[config.mk]
export PLATFORM = sky130hd
export DESIGN_NAME = multilevel_round_robin_task_scheduler
export DESIGN_NICKNAME = d
export VERILOG_FILES = /design/src/hdl/mrrts_pkg.sv /design/src/hdl/multilevel_round_robin_task_scheduler.sv
export SDC_FILE = /design/constraint.sdc
export NUM_CORES = 2
export LEC_CHECK = 0
export BUFFER_PORTS_ARGS = -buffer_cell sky130_fd_sc_hd__clkbuf_2
export CORE_AREA = 4 4 593 595
export DETAILED_ROUTE_END_ITERATION = 8
export DIE_AREA = 0 0 597 599
export PLACE_DENSITY = 0.61
export RECOVER_POWER = 50
export SKIP_CTS_REPAIR_TIMING = 1
export SYNTH_ARGS = -nofsm -noshare
export SYNTH_HDL_FRONTEND = slang
export SYNTH_SLANG_ARGS = --single-unit
[constraint.sdc]
create_clock -name clk -period 8 [get_ports clk]
set_clock_uncertainty 0.15 [all_clocks]
set_input_delay 0.4 -clock clk [delete_from_list [all_inputs] [get_ports clk]]
set_output_delay 0.4 -clock clk [all_outputs]
set_load 0.1 [all_outputs]
[src/hdl/mrrts_pkg.sv]
// ----------------------------------------------------------------------------
// mrrts_pkg
// Shared types and constants of the multilevel round-robin task scheduler:
// operation codes, status codes, task slot states and the control states.
// ----------------------------------------------------------------------------
package mrrts_pkg;

    // Default sizes
    localparam int NUM_TASKS_DEF  = 64;
    localparam int LIST_DEPTH_DEF = 64;
    localparam int NUM_LEVELS_DEF = 8;

    // Request operations
    typedef enum logic [1:0] {
        OP_ALLOC = 2'd0,
        OP_RUN   = 2'd1,
        OP_SLEEP = 2'd2,
        OP_TICK  = 2'd3
    } op_t;

    // Result status codes
    localparam logic [1:0] ST_OK         = 2'd0;
    localparam logic [1:0] ST_NO_SLOT    = 2'd1;
    localparam logic [1:0] ST_LEVEL_FULL = 2'd2;

    // Task slot states
    localparam logic [1:0] TS_FREE   = 2'd0;
    localparam logic [1:0] TS_HELD   = 2'd1;
    localparam logic [1:0] TS_LISTED = 2'd2;

    // Sequencer states
    typedef enum logic [4:0] {
        S_CLEAR,
        S_IDLE,
        S_CUR_RD,
        S_CUR_WT,
        S_DISPATCH,
        S_AL_RD,
        S_AL_CK,
        S_RUN_CK,
        S_RUN_CNT,
        S_SLP_CK,
        S_TK_CK,
        S_TK_CNT,
        S_TK_WRAP,
        S_TO_RD,
        S_TO_CK,
        S_TO_END,
        S_APPEND,
        S_SCAN,
        S_OUT
    } state_t;

endpackage

[src/hdl/multilevel_round_robin_task_scheduler.sv]
// ----------------------------------------------------------------------------
// multilevel_round_robin_task_scheduler
// Priority-level task scheduler with one rotating run list per level. Task
// slots live in one memory, all run lists in a second; a sequencer reads,
// modifies and writes them back one step at a time.
// ----------------------------------------------------------------------------
//
//  channel  | handshake              | payload
//  ---------+------------------------+-----------------------------------------
//  request  | start & !busy          | op, task_id, new_level, keep_level,
//           |                        | new_priority
//  result   | done (one cycle)       | current_task, current_valid, do_switch,
//           |                        | timer_reload, alloc_task, status
//
//  A request runs through its sequence of states plus its walks: allocate
//  checks the slots one at a time, a removal from a run list walks the list
//  entry by entry (search and compaction share one pass over the list memory
//  port), and a level rescan checks one level per cycle.
//  After reset a clearing pass over all NUM_TASKS slots runs with busy high.
//  The next request is taken in the cycle its predecessor's result shows.
//  The result receiver cannot stall; done marks each result for one cycle.

module multilevel_round_robin_task_scheduler #(
    parameter int NUM_TASKS  = mrrts_pkg::NUM_TASKS_DEF,
    parameter int LIST_DEPTH = mrrts_pkg::LIST_DEPTH_DEF,
    parameter int NUM_LEVELS = mrrts_pkg::NUM_LEVELS_DEF
) (
    input  logic       clk,
    input  logic       rst_n,
    input  logic       start,
    output logic       busy,
    input  logic [1:0] op,
    input  logic [5:0] task_id,
    input  logic [2:0] new_level,
    input  logic       keep_level,
    input  logic [7:0] new_priority,
    output logic       done,
    output logic [5:0] current_task,
    output logic       current_valid,
    output logic       do_switch,
    output logic [7:0] timer_reload,
    output logic [5:0] alloc_task,
    output logic [1:0] status
);

    localparam int TW  = $clog2(NUM_TASKS);
    localparam int IW  = $clog2(LIST_DEPTH);
    localparam int CW  = $clog2(LIST_DEPTH + 1);
    localparam int LVW = $clog2(NUM_LEVELS);
    localparam int AW  = $clog2(NUM_LEVELS + 1);
    localparam int EW  = 2 + LVW + 8;
    localparam int LMD = NUM_LEVELS << IW;

    // Memories: task table {state, level, slice} and run list entries
    logic [EW-1:0] tmem [NUM_TASKS];
    logic [TW-1:0] lmem [LMD];
    logic [EW-1:0] tm_rd;
    logic [TW-1:0] lm_rd;
    logic [TW-1:0] tm_ra, tm_wa;
    logic          tm_we;
    logic [EW-1:0] tm_wd;
    logic [LVW+IW-1:0] lm_ra, lm_wa;
    logic          lm_we;
    logic [TW-1:0] lm_wd;

    // Per-level count and pointer, accessed at lx_reg only
    logic [CW-1:0] cnt_reg [NUM_LEVELS];
    logic [CW-1:0] ptr_reg [NUM_LEVELS];
    logic          cnt_we, ptr_we;
    logic [CW-1:0] cnt_next, ptr_next;
    logic [CW-1:0] cnt_cur, ptr_cur;

    mrrts_pkg::state_t state_reg, state_next;
    mrrts_pkg::op_t    op_reg, op_next;
    logic          phase_reg, phase_next;
    logic          had_reg, had_next;
    logic [TW-1:0] bef_reg, bef_next;
    logic [EW-1:0] ent_reg, ent_next;
    logic [LVW-1:0] tgt_reg, tgt_next;
    logic [LVW-1:0] lx_reg, lx_next;
    logic [CW-1:0] ix_reg, ix_next;
    logic          fnd_reg, fnd_next;
    logic [CW-1:0] fidx_reg, fidx_next;
    logic [TW-1:0] tk_reg, tk_next;
    logic [TW-1:0] scan_reg, scan_next;
    logic [AW-1:0] act_reg, act_next;
    logic          rchk_reg, rchk_next;
    logic [TW-1:0] t_reg, t_next;
    logic          tok_reg, tok_next;
    logic [LVW-1:0] lvin_reg, lvin_next;
    logic          keep_reg, keep_next;
    logic [7:0]    sl_reg, sl_next;
    logic          done_reg, done_next;
    logic [TW-1:0] curt_reg, curt_next;
    logic          curv_reg, curv_next;
    logic          sw_reg, sw_next;
    logic [7:0]    rl_reg, rl_next;
    logic [TW-1:0] al_reg, al_next;
    logic [1:0]    st_reg, st_next;

    // Field views and width conversions
    logic [1:0]     tm_st, ent_st;
    logic [LVW-1:0] tm_lv, ent_lv, run_tgt;
    logic [7:0]     tm_sl, ent_sl, new_sl;
    logic [TW+5:0]  tid_x, curt_x, al_x;
    logic [LVW+2:0] nl_x;
    logic [LVW-1:0] nl_sat;
    logic           cur_ok;
    logic [CW-1:0]  to_n, to_p0, to_p;

    assign tm_st  = tm_rd[EW-1 -: 2];
    assign tm_lv  = tm_rd[8 +: LVW];
    assign tm_sl  = tm_rd[7:0];
    assign ent_st = ent_reg[EW-1 -: 2];
    assign ent_lv = ent_reg[8 +: LVW];
    assign ent_sl = ent_reg[7:0];
    assign run_tgt = keep_reg ? tm_lv : lvin_reg;
    assign new_sl = (op_reg == mrrts_pkg::OP_RUN && sl_reg != 8'd0) ? sl_reg : ent_sl;

    assign tid_x  = {{TW{1'b0}}, task_id};
    assign nl_x   = {{LVW{1'b0}}, new_level};
    assign nl_sat = (32'(new_level) >= NUM_LEVELS) ? LVW'(NUM_LEVELS - 1) : nl_x[LVW-1:0];

    assign cnt_cur = cnt_reg[lx_reg];
    assign ptr_cur = ptr_reg[lx_reg];
    assign cur_ok  = (32'(act_reg) < NUM_LEVELS) && (cnt_cur != '0) && (ptr_cur < cnt_cur);

    // Count and pointer after a successful take-out
    assign to_n  = cnt_cur - 1'b1;
    assign to_p0 = (fidx_reg < ptr_cur) ? ptr_cur - 1'b1 : ptr_cur;
    assign to_p  = (to_p0 >= to_n) ? '0 : to_p0;

    // Task table memory
    always_ff @(posedge clk)
    begin
        if (tm_we)
        begin
            tmem[tm_wa] <= tm_wd;
        end
        tm_rd <= tmem[tm_ra];
    end

    // Run list memory
    always_ff @(posedge clk)
    begin
        if (lm_we)
        begin
            lmem[lm_wa] <= lm_wd;
        end
        lm_rd <= lmem[lm_ra];
    end

    // Control registers
    always_ff @(posedge clk or negedge rst_n)
    begin
        if (!rst_n)
        begin
            state_reg <= mrrts_pkg::S_CLEAR;
            scan_reg  <= '0;
            act_reg   <= AW'(NUM_LEVELS);
            rchk_reg  <= 1'b0;
            done_reg  <= 1'b0;
            for (int i = 0; i < NUM_LEVELS; i++)
            begin
                cnt_reg[i] <= '0;
                ptr_reg[i] <= '0;
            end
        end
        else
        begin
            state_reg <= state_next;
            scan_reg  <= scan_next;
            act_reg   <= act_next;
            rchk_reg  <= rchk_next;
            done_reg  <= done_next;
            if (cnt_we)
            begin
                cnt_reg[lx_reg] <= cnt_next;
            end
            if (ptr_we)
            begin
                ptr_reg[lx_reg] <= ptr_next;
            end
        end
    end

    // Working and result registers
    always_ff @(posedge clk)
    begin
        op_reg   <= op_next;
        phase_reg <= phase_next;
        had_reg  <= had_next;
        bef_reg  <= bef_next;
        ent_reg  <= ent_next;
        tgt_reg  <= tgt_next;
        lx_reg   <= lx_next;
        ix_reg   <= ix_next;
        fnd_reg  <= fnd_next;
        fidx_reg <= fidx_next;
        tk_reg   <= tk_next;
        t_reg    <= t_next;
        tok_reg  <= tok_next;
        lvin_reg <= lvin_next;
        keep_reg <= keep_next;
        sl_reg   <= sl_next;
        curt_reg <= curt_next;
        curv_reg <= curv_next;
        sw_reg   <= sw_next;
        rl_reg   <= rl_next;
        al_reg   <= al_next;
        st_reg   <= st_next;
    end

    // Sequencer
    always_comb
    begin
        state_next = state_reg;
        op_next    = op_reg;
        phase_next = phase_reg;
        had_next   = had_reg;
        bef_next   = bef_reg;
        ent_next   = ent_reg;
        tgt_next   = tgt_reg;
        lx_next    = lx_reg;
        ix_next    = ix_reg;
        fnd_next   = fnd_reg;
        fidx_next  = fidx_reg;
        tk_next    = tk_reg;
        scan_next  = scan_reg;
        act_next   = act_reg;
        rchk_next  = rchk_reg;
        t_next     = t_reg;
        tok_next   = tok_reg;
        lvin_next  = lvin_reg;
        keep_next  = keep_reg;
        sl_next    = sl_reg;
        done_next  = 1'b0;
        curt_next  = curt_reg;
        curv_next  = curv_reg;
        sw_next    = sw_reg;
        rl_next    = rl_reg;
        al_next    = al_reg;
        st_next    = st_reg;
        cnt_we     = 1'b0;
        cnt_next   = cnt_cur;
        ptr_we     = 1'b0;
        ptr_next   = ptr_cur;
        tm_ra      = tk_reg;
        tm_we      = 1'b0;
        tm_wa      = tk_reg;
        tm_wd      = ent_reg;
        lm_ra      = {lx_reg, ix_reg[IW-1:0]};
        lm_we      = 1'b0;
        lm_wa      = {lx_reg, ix_reg[IW-1:0]};
        lm_wd      = tk_reg;

        unique case (state_reg)
            // Clear task table after reset
            mrrts_pkg::S_CLEAR:
            begin
                tm_we = 1'b1;
                tm_wa = scan_reg;
                tm_wd = '0;
                if (scan_reg == TW'(NUM_TASKS - 1))
                begin
                    state_next = mrrts_pkg::S_IDLE;
                end
                else
                begin
                    scan_next = scan_reg + 1'b1;
                end
            end

            mrrts_pkg::S_IDLE:
            begin
                if (start)
                begin
                    op_next    = mrrts_pkg::op_t'(op);
                    t_next     = tid_x[TW-1:0];
                    tok_next   = 32'(task_id) < NUM_TASKS;
                    lvin_next  = nl_sat;
                    keep_next  = keep_level;
                    sl_next    = new_priority;
                    al_next    = '0;
                    st_next    = mrrts_pkg::ST_OK;
                    phase_next = 1'b0;
                    lx_next    = act_reg[LVW-1:0];
                    state_next = mrrts_pkg::S_CUR_RD;
                end
            end

            // Look up the current task (before or after the request)
            mrrts_pkg::S_CUR_RD:
            begin
                lm_ra = {lx_reg, ptr_cur[IW-1:0]};
                if (cur_ok)
                begin
                    state_next = mrrts_pkg::S_CUR_WT;
                end
                else if (!phase_reg)
                begin
                    had_next   = 1'b0;
                    state_next = mrrts_pkg::S_DISPATCH;
                end
                else
                begin
                    curt_next  = '0;
                    curv_next  = 1'b0;
                    sw_next    = 1'b0;
                    rl_next    = 8'd0;
                    done_next  = 1'b1;
                    state_next = mrrts_pkg::S_IDLE;
                end
            end

            mrrts_pkg::S_CUR_WT:
            begin
                if (!phase_reg)
                begin
                    had_next   = 1'b1;
                    bef_next   = lm_rd;
                    state_next = mrrts_pkg::S_DISPATCH;
                end
                else
                begin
                    tk_next    = lm_rd;
                    tm_ra      = lm_rd;
                    state_next = mrrts_pkg::S_OUT;
                end
            end

            mrrts_pkg::S_DISPATCH:
            begin
                tk_next = t_reg;
                tm_ra   = t_reg;
                unique case (op_reg)
                    mrrts_pkg::OP_ALLOC:
                    begin
                        scan_next  = '0;
                        state_next = mrrts_pkg::S_AL_RD;
                    end
                    mrrts_pkg::OP_RUN:
                    begin
                        if (tok_reg)
                        begin
                            state_next = mrrts_pkg::S_RUN_CK;
                        end
                        else
                        begin
                            phase_next = 1'b1;
                            state_next = mrrts_pkg::S_CUR_RD;
                        end
                    end
                    mrrts_pkg::OP_SLEEP:
                    begin
                        if (tok_reg)
                        begin
                            state_next = mrrts_pkg::S_SLP_CK;
                        end
                        else
                        begin
                            phase_next = 1'b1;
                            state_next = mrrts_pkg::S_CUR_RD;
                        end
                    end
                    mrrts_pkg::OP_TICK:
                    begin
                        if (had_reg)
                        begin
                            // advance the active level's pointer
                            ptr_we     = 1'b1;
                            ptr_next   = ptr_cur + 1'b1;
                            tk_next    = bef_reg;
                            tm_ra      = bef_reg;
                            state_next = mrrts_pkg::S_TK_CK;
                        end
                        else
                        begin
                            lx_next    = '0;
                            state_next = mrrts_pkg::S_SCAN;
                        end
                    end
                    default:
                    begin
                        state_next = mrrts_pkg::S_IDLE;
                    end
                endcase
            end

            // Allocate: lowest free slot
            mrrts_pkg::S_AL_RD:
            begin
                tm_ra      = scan_reg;
                state_next = mrrts_pkg::S_AL_CK;
            end

            mrrts_pkg::S_AL_CK:
            begin
                if (tm_st == mrrts_pkg::TS_FREE)
                begin
                    tm_we      = 1'b1;
                    tm_wa      = scan_reg;
                    tm_wd      = {mrrts_pkg::TS_HELD, tm_lv, tm_sl};
                    al_next    = scan_reg;
                    phase_next = 1'b1;
                    lx_next    = act_reg[LVW-1:0];
                    state_next = mrrts_pkg::S_CUR_RD;
                end
                else if (scan_reg == TW'(NUM_TASKS - 1))
                begin
                    st_next    = mrrts_pkg::ST_NO_SLOT;
                    phase_next = 1'b1;
                    lx_next    = act_reg[LVW-1:0];
                    state_next = mrrts_pkg::S_CUR_RD;
                end
                else
                begin
                    scan_next  = scan_reg + 1'b1;
                    state_next = mrrts_pkg::S_AL_RD;
                end
            end

            // Run or wake
            mrrts_pkg::S_RUN_CK:
            begin
                ent_next = tm_rd;
                if (tm_st == mrrts_pkg::TS_FREE)
                begin
                    phase_next = 1'b1;
                    lx_next    = act_reg[LVW-1:0];
                    state_next = mrrts_pkg::S_CUR_RD;
                end
                else if (tm_st == mrrts_pkg::TS_LISTED && tm_lv == run_tgt)
                begin
                    tm_we      = 1'b1;
                    tm_wd      = {tm_st, tm_lv, (sl_reg != 8'd0) ? sl_reg : tm_sl};
                    rchk_next  = 1'b1;
                    phase_next = 1'b1;
                    lx_next    = act_reg[LVW-1:0];
                    state_next = mrrts_pkg::S_CUR_RD;
                end
                else
                begin
                    tgt_next   = run_tgt;
                    lx_next    = run_tgt;
                    state_next = mrrts_pkg::S_RUN_CNT;
                end
            end

            mrrts_pkg::S_RUN_CNT:
            begin
                if (cnt_cur >= CW'(LIST_DEPTH))
                begin
                    st_next    = mrrts_pkg::ST_LEVEL_FULL;
                    phase_next = 1'b1;
                    lx_next    = act_reg[LVW-1:0];
                    state_next = mrrts_pkg::S_CUR_RD;
                end
                else if (ent_st == mrrts_pkg::TS_LISTED)
                begin
                    lx_next    = ent_lv;
                    ix_next    = '0;
                    fnd_next   = 1'b0;
                    state_next = mrrts_pkg::S_TO_RD;
                end
                else
                begin
                    state_next = mrrts_pkg::S_APPEND;
                end
            end

            // Sleep
            mrrts_pkg::S_SLP_CK:
            begin
                ent_next = tm_rd;
                if (tm_st == mrrts_pkg::TS_LISTED)
                begin
                    lx_next    = tm_lv;
                    ix_next    = '0;
                    fnd_next   = 1'b0;
                    state_next = mrrts_pkg::S_TO_RD;
                end
                else
                begin
                    phase_next = 1'b1;
                    lx_next    = act_reg[LVW-1:0];
                    state_next = mrrts_pkg::S_CUR_RD;
                end
            end

            // Tick: demotion check on the task that was running
            mrrts_pkg::S_TK_CK:
            begin
                ent_next = tm_rd;
                if (32'(tm_lv) < NUM_LEVELS - 2 && tm_lv == lx_reg)
                begin
                    tgt_next   = lx_reg + 1'b1;
                    lx_next    = lx_reg + 1'b1;
                    state_next = mrrts_pkg::S_TK_CNT;
                end
                else
                begin
                    state_next = mrrts_pkg::S_TK_WRAP;
                end
            end

            mrrts_pkg::S_TK_CNT:
            begin
                lx_next = act_reg[LVW-1:0];
                ix_next = '0;
                fnd_next = 1'b0;
                if (cnt_cur < CW'(LIST_DEPTH))
                begin
                    state_next = mrrts_pkg::S_TO_RD;
                end
                else
                begin
                    state_next = mrrts_pkg::S_TK_WRAP;
                end
            end

            mrrts_pkg::S_TK_WRAP:
            begin
                if (ptr_cur >= cnt_cur)
                begin
                    ptr_we   = 1'b1;
                    ptr_next = '0;
                end
                if (rchk_reg)
                begin
                    lx_next    = '0;
                    state_next = mrrts_pkg::S_SCAN;
                end
                else
                begin
                    phase_next = 1'b1;
                    lx_next    = act_reg[LVW-1:0];
                    state_next = mrrts_pkg::S_CUR_RD;
                end
            end

            // Take-out: search and compact in one pass
            mrrts_pkg::S_TO_RD:
            begin
                if (ix_reg == cnt_cur)
                begin
                    state_next = mrrts_pkg::S_TO_END;
                end
                else
                begin
                    state_next = mrrts_pkg::S_TO_CK;
                end
            end

            mrrts_pkg::S_TO_CK:
            begin
                if (fnd_reg)
                begin
                    lm_we = 1'b1;
                    lm_wa = {lx_reg, IW'(ix_reg - 1'b1)};
                    lm_wd = lm_rd;
                end
                else if (lm_rd == tk_reg)
                begin
                    fnd_next  = 1'b1;
                    fidx_next = ix_reg;
                end
                ix_next    = ix_reg + 1'b1;
                state_next = mrrts_pkg::S_TO_RD;
            end

            mrrts_pkg::S_TO_END:
            begin
                if (fnd_reg)
                begin
                    cnt_we   = 1'b1;
                    cnt_next = to_n;
                    ptr_we   = 1'b1;
                    ptr_next = to_p;
                end
                if (op_reg == mrrts_pkg::OP_SLEEP)
                begin
                    if (fnd_reg)
                    begin
                        tm_we = 1'b1;
                        tm_wd = {mrrts_pkg::TS_HELD, ent_lv, ent_sl};
                    end
                    if (had_reg && bef_reg == tk_reg)
                    begin
                        lx_next    = '0;
                        state_next = mrrts_pkg::S_SCAN;
                    end
                    else
                    begin
                        phase_next = 1'b1;
                        lx_next    = act_reg[LVW-1:0];
                        state_next = mrrts_pkg::S_CUR_RD;
                    end
                end
                else
                begin
                    lx_next    = tgt_reg;
                    state_next = mrrts_pkg::S_APPEND;
                end
            end

            // Append at the tail of level lx_reg
            mrrts_pkg::S_APPEND:
            begin
                lm_we     = 1'b1;
                lm_wa     = {lx_reg, cnt_cur[IW-1:0]};
                lm_wd     = tk_reg;
                cnt_we    = 1'b1;
                cnt_next  = cnt_cur + 1'b1;
                tm_we     = 1'b1;
                tm_wd     = {mrrts_pkg::TS_LISTED, lx_reg, new_sl};
                rchk_next = 1'b1;
                if (op_reg == mrrts_pkg::OP_TICK)
                begin
                    lx_next    = '0;
                    state_next = mrrts_pkg::S_SCAN;
                end
                else
                begin
                    phase_next = 1'b1;
                    lx_next    = act_reg[LVW-1:0];
                    state_next = mrrts_pkg::S_CUR_RD;
                end
            end

            // Rescan: first non-empty level from level 0 upward, one level a cycle
            mrrts_pkg::S_SCAN:
            begin
                if (cnt_cur != '0)
                begin
                    act_next   = AW'(lx_reg);
                    rchk_next  = 1'b0;
                    phase_next = 1'b1;
                    state_next = mrrts_pkg::S_CUR_RD;
                end
                else if (lx_reg == LVW'(NUM_LEVELS - 1))
                begin
                    act_next   = AW'(NUM_LEVELS);
                    rchk_next  = 1'b0;
                    phase_next = 1'b1;
                    state_next = mrrts_pkg::S_CUR_RD;
                end
                else
                begin
                    lx_next = lx_reg + 1'b1;
                end
            end

            // Result with the new current task
            mrrts_pkg::S_OUT:
            begin
                curt_next  = tk_reg;
                curv_next  = 1'b1;
                sw_next    = !had_reg || (bef_reg != tk_reg);
                rl_next    = tm_sl;
                done_next  = 1'b1;
                state_next = mrrts_pkg::S_IDLE;
            end

            default:
            begin
                state_next = mrrts_pkg::S_IDLE;
            end
        endcase
    end

    // Outputs
    assign curt_x = {6'd0, curt_reg};
    assign al_x   = {6'd0, al_reg};

    assign busy          = (state_reg != mrrts_pkg::S_IDLE);
    assign done          = done_reg;
    assign current_task  = curt_x[5:0];
    assign current_valid = curv_reg;
    assign do_switch     = sw_reg;
    assign timer_reload  = rl_reg;
    assign alloc_task    = al_x[5:0];
    assign status        = st_reg;

`ifndef NO_ASSERTIONS
    // A result shows only once the sequencer is back to idle
    a_done_idle: assert property (@(posedge clk) disable iff (!rst_n)
        done |-> !busy)
        else $error("result strobe while busy");

    // An accepted request occupies the sequencer next cycle
    a_accept_busy: assert property (@(posedge clk) disable iff (!rst_n)
        (start && !busy) |=> busy)
        else $error("request accepted but sequencer idle");

    // No current task means empty result fields
    a_empty_result: assert property (@(posedge clk) disable iff (!rst_n)
        (done && !current_valid) |-> (current_task == 6'd0 && timer_reload == 8'd0
            && !do_switch))
        else $error("empty result carries data");

    // Active level never exceeds the none marker
    a_act_range: assert property (@(posedge clk) disable iff (!rst_n)
        32'(act_reg) <= NUM_LEVELS)
        else $error("active level out of range");
`endif

endmodule
# Yosys cells after proc, flatten, opt, wreduce, memory -nomap -nowiden

Memory sizes are Yosys's and may differ from the RTL's. A register that Yosys moved wholly into a read port is not among the register bits.
Cells that the tools add are included.

$add $sub $neg: 8
$lt $le $gt $ge: 10
Eq/ne operators: 64
Mux-type cells: 160
Bitwise operators: 4
Reduce and logical (&&, ||, !) cells: 44

Operators with widths:

| kind                                                                   | count |
|---|---|
| 56-bit bitwise mux                                                     | 2 |
| 7-bit 2-to-1 mux                                                       | 15 |
| 6-bit 2-to-1 mux                                                       | 15 |
| 5-bit case mux with 18 select lines                                    | 1 |
| 3-bit 2-to-1 mux                                                       | 25 |
| 13-bit 2-to-1 mux                                                      | 5 |
| 13-bit case mux with 5 select lines                                    | 1 |
| 5-bit 2-to-1 mux                                                       | 12 |
| 6-bit case mux with 2 select lines                                     | 5 |
| 2-bit inequality test (second input constant)                          | 27 |
| 7-bit binary-select mux with 3-bit select                              | 2 |
| 1-bit 2-to-1 mux                                                       | 42 |
| 5-bit by 4-bit equality test with 1-bit output (second input constant) | 8 |
| 3-bit case mux with 12 select lines                                    | 1 |
| 6-bit case mux with 3 select lines                                     | 2 |
| 8-bit 2-to-1 mux                                                       | 4 |
| 7-bit case mux with 4 select lines                                     | 1 |
| 7-bit by 1-bit adder with 7-bit output (second input constant)         | 3 |
| 7-bit demux with 3-bit select                                          | 1 |
| 7-bit case mux with 3 select lines                                     | 1 |
| 5-bit by 3-bit equality test with 1-bit output (second input constant) | 4 |
| 4-bit 2-to-1 mux                                                       | 5 |
| 5-bit case mux with 4 select lines                                     | 1 |
| 8-bit case mux with 2 select lines                                     | 1 |
| other kinds (56)                                                       | 106 |

Register bits after elaboration: 221
Bits in writable memories: 3,904
Output and inout bits: 26
Logic and storage cells: 334
Memories: 2

Memory list:

| name | depth | bits a word | read ports | clocked after Yosys merged registers in | wr ports | RTL line                                    | text |
|---|---|---|---|---|---|---|---|
| lmem | 512   | 6           | 1          | 1                                       | 1        | multilevel_round_robin_task_scheduler.sv:56 | `logic [TW-1:0] lmem [LMD];` |
| tmem | 64    | 13          | 1          | 1                                       | 1        | multilevel_round_robin_task_scheduler.sv:55 | `logic [EW-1:0] tmem [NUM_TASKS];` |

# Logic depth before layout (Yosys ltp)

Word-level depth: 11
Mapped depth: 29
Gate-level depth less buffers: 24

# Least setup slack after synthesis

Ideal clock, no wire load.

Path type: flip-flop to flip-flop
From: register state_reg[3]
To: memory lmem[0][1] in the netlist's numbering (data pin)
Library setup time: 915 ps
Arrival time: 5,102 ps
Required time: 6,935 ps
Path slack: 1,833 ps
Cell stages (with the launch flop): 7
Path buffers: 2
Period minus slack after synthesis: 6,167 ps
Cell sequence: dfrtp_1 -> clkbuf_1 -> nor2b_1 -> and3_1 -> clkbuf_1 -> nand2_1 -> mux2_2

Word-level cells in the longest chain between the ends: 2

Ends and longest elaborated chain:

| what                                           | RTL line                                     | text |
|---|---|---|
| from (decl)                                    | multilevel_round_robin_task_scheduler.sv:73  | `mrrts_pkg::state_t state_reg, state_next;` |
| from (signal assigned)                         | multilevel_round_robin_task_scheduler.sv:158 | `state_reg <= mrrts_pkg::S_CLEAR;` |
| from (signal assigned)                         | multilevel_round_robin_task_scheduler.sv:171 | `state_reg <= state_next;` |
| 5-bit by 4-bit equality test with 1-bit output | multilevel_round_robin_task_scheduler.sv:257 | `unique case (state_reg)` |
| 6-bit 2-to-1 mux                               | multilevel_round_robin_task_scheduler.sv:257 |  |
| net lm_wd[1]                                   | multilevel_round_robin_task_scheduler.sv:64  | `logic [TW-1:0] lm_wd;` |
| to (decl)                                      | multilevel_round_robin_task_scheduler.sv:56  |  |

The timed path passes the listed nets, and every way through them passes these cells.

# Worst setup path in the final report

From: register state_reg[1]
To: memory lmem[311][2] in the netlist's numbering (data pin)

Same word-level chain as after synthesis.

==> metrics.cfg <==
[synthesis]
syn_nets=12572
synthTopCellsByArea=edfxtp_1 (71%), mux2i_1 (6.2%), nand2_1 (6.2%)
synth_edf_count=3996
synth_top_area_share_pct=71.0
synthFlopType=edfxtp_1
async_flop_share_pct=3.11
synth.avg_cell_area_um2=13.5
synth_area_leader_cell=edfxtp_1
ys_warn_count=0
seq_area_frac_synth_pct=73.1
synthCells=12515
yosysUniqueCellTypes=88
synth_seq_cells=4144
netlist_area_um2=169000

[power_and_ir_drop]
power_density_nw_per_um2=342
p_leak_nw=64.9
p_comb_share_pct=28.7
sequentialPowerShare_pct=41.4
intPower_mw=42.4
clkPwrFrac_pct=29.8
switching_share_pct=34.3
p_sw_mw=22.2
ir_drop_mv=0.319

[route]
drtIter0Drc=13089
wl_per_cell_um=27.4
post-route-drc-count=0
ant_nets=0
vias=105679
drt_first_pass_iters=9
finalWirelength_um=479000
viasPerCell=6.05

[global_route]
grt_max_degree=189
grt_use_met1_pct=37.4
top_usage_layer=met2
grt.total_usage_pct=26.2
antenna_found_initial=20
grt_pass1_wl_um=698000
overflow=0
grt_use_met3_pct=4.98
grt_pass1_vias=101808
use_met2_pct=40.9

[worst_hold_path]
hp-start=task_id[5]
worstHoldEndpoint=t_reg[5]
hold_class=in2reg
min_path_cells=2

[timing]
setup_violations=0
final_max_slew_viol_count=2435
fin_crit_sh_pct=93.0
rsz0062_at_grt=no
timing.fmax_ghz=0.134
worst_pin_slew_ns=4.09
worst_slack_ns=0.562
slew_headroom_pct=-173
finalSetupTns_ns=0
fin_crit_ns=7.44
final-hold-violation-count=0

[cells_and_area]
max_flop_register=lmem
drive_gt1_share_pct=8.13
regArea_um2=124000
filler_cell_count=27995
largestRegisters=lmem x3072, tmem x832
num-nets-final=12597
multi_input_area_um2=42100
area_growth_pct=11.6
fin_util_pct=54.5
largest_reg_flops=3072

[critical_path]
crit_arrival_ns=7.88
reg2regPathDepth=5
worst_setup_path_end_kind=flip-flop
crit_fanout=80
cp_slowest_cell=mux2_1
cp.required_ns=8.45
crit_path_max_incr_delay_ns=3.11
crit_type=reg2reg
start_kind=flip-flop
rrSetupSlack_ns=0.56
worstPathCellList=nor2b_1, and3_1, nand2_1, mux2_1, clkbuf_2
r2r-start=state_reg[1]
reg2reg_to=lmem[311][2]

[clocking]
cts.sinks=4144
h-tree-depth=5
clock-root-buffer=clkbuf_16
cts_tree=built
path_clk_slew_ns=0.06
clkLatencyLatePin_ns=0.98
clockBufferDepth=4
numCtsBuffers=428

[placed_design]
io_buffers=48
dp_slack_ns=1.22
place_congestion=0.890
post-dp-hpwl_um=284000

[outcome]
status=finished, violations left
failed_checks=max-capacitance violations, max-slew violations

[floorplan]
row_count=216
die_x_um=597
die_height_um=599
coreArea_um2=346000
io_pins=49
dieArea_um2=358000
initial_core_util_pct=48.9

[job]
cap_violations=32

## placed cells by master (no fill, tap or decap), types with 25 or more instances in the layout
master | synthesis | routed
a2111oi_0 | 47 | 42
clkbuf_1 | 287 | 144
clkinv_1 | 1 | 102
edfxtp_1 | 3996 | 3996
a21oi_1 | 336 | 336
buf_12 | 0 | 46
nand4_1 | 49 | 49
buf_4 | 32 | 255
dfrtp_1 | 128 | 128
a32oi_1 | 116 | 116
xnor2_1 | 29 | 29
dlygate4sd3_1 | 0 | 41
inv_1 | 35 | 26
nand3_1 | 1364 | 1348
o21ai_0 | 152 | 149
clkbuf_16 | 0 | 433
and3_1 | 40 | 40
a31oi_1 | 215 | 215
nand2_1 | 2773 | 2769
a41oi_1 | 38 | 38
mux2i_1 | 1048 | 1045
clkinv_2 | 0 | 82
clkbuf_2 | 1 | 27
nor2_1 | 760 | 747
bufinv_16 | 0 | 31
ha_1 | 34 | 34
a41o_1 | 25 | 25
mux2_2 | 32 | 26
nor3_1 | 41 | 39
## critical path, delay by kind of cell, from the launching register on
family	cells	cell delay, ns
buffers and inverters	1	1.16
DFF	1	0.72
muxes	1	3.11
and+or+nand+nor	3	1.77
## stage by stage
step	hold slack [ns]	cell area (um^2)	total power [mW]	cells
floorplan	-0.0456	169000	38.3	12515
global placement	0.287	175000	45.3	16644
detailed placement	0.297	175000	45.5	16644
CTS	-0.777	189000	64.6	17426
global route	-0.0209	189000	67.0	17472
finish	0.0188	189000	64.6	17477
## power groups by stage
stage	registers, mW	clock network, mW	logic [mW]
after detailed placement	27.0	0	18.5
after global routing	26.8	20.5	19.7
after global placement	27.0	0	18.3
after floorplan	27.1	0	11.2
after CTS	26.6	19.5	18.5
final	26.8	19.3	18.6
## routing by layer
metal / routed length [um] / share of wire, %
met5: 23 / 0.0048
met2: 221000 / 46
met4: 16700 / 3.5
met1: 197000 / 41
met3: 44600 / 9.3
## final cells by class
type	count	area share, %
diodes	7	0.00928
clock buffers	529	5.97
clock inverters	253	1.20
inverters	37	0.0736
multi-input cells	7503	22.3
flip-flops and latches	4144	65.5
well taps	4578	3.04
repair buffers	426	1.91
## cell usage after synthesis (12+ instances only)
master	instances
mux2i_1	1048
mux2_2	32
dfrtp_1	128
dfxtp_1	19
a222oi_1	14
o2111ai_1	20
nor2_1	760
a41oi_1	38
nand4_1	49
a2111oi_0	47
a211oi_1	19
o211ai_1	23
a22oi_1	21
buf_4	32
buf_2	396
a21oi_1	336
o21ai_0	152
nor2b_1	16
clkbuf_1	287
buf_1	108
a31oi_1	215
nor3_1	41
o31ai_1	13
xnor2_1	29
nand2b_1	12
nor4_1	25
a32o_1	14
inv_1	35
nand2_1	2773
a41o_1	25
xor2_1	20
nand3_1	1364
edfxtp_1	3996
and2_1	24
ha_1	34
a32oi_1	116
a221oi_1	24
and3_1	40
## worst max path at each step
stage          slack [ns]  depth (start not counted)          from           end
4_1_cts              1.08                         25     lx_reg[1]   ptr_reg[38]
5_1_grt              0.31                          5  state_reg[1]  lmem[221][1]
3_3_place_gp         0.98                         25     lx_reg[1]   ptr_reg[24]
6_report             0.56                          5  state_reg[1]  lmem[311][2]
2_1_floorplan        1.83                          6  state_reg[3]    lmem[0][1]
3_5_place_dp         1.22                         13     lx_reg[2]      lm_rd[4]
## kinds of logic after synthesis
logic type | synth area share, %
AND/OR/NAND/NOR | 12.8
multiplexers | 6.49
AO/OA/AOI/OAI | 4.79
flip-flops | 73.1
XOR/XNOR | 0.254
buffers and inverters | 2.32
adder cells (fa/ha/maj) | 0.252
Power figures use the tool's default switching activity.
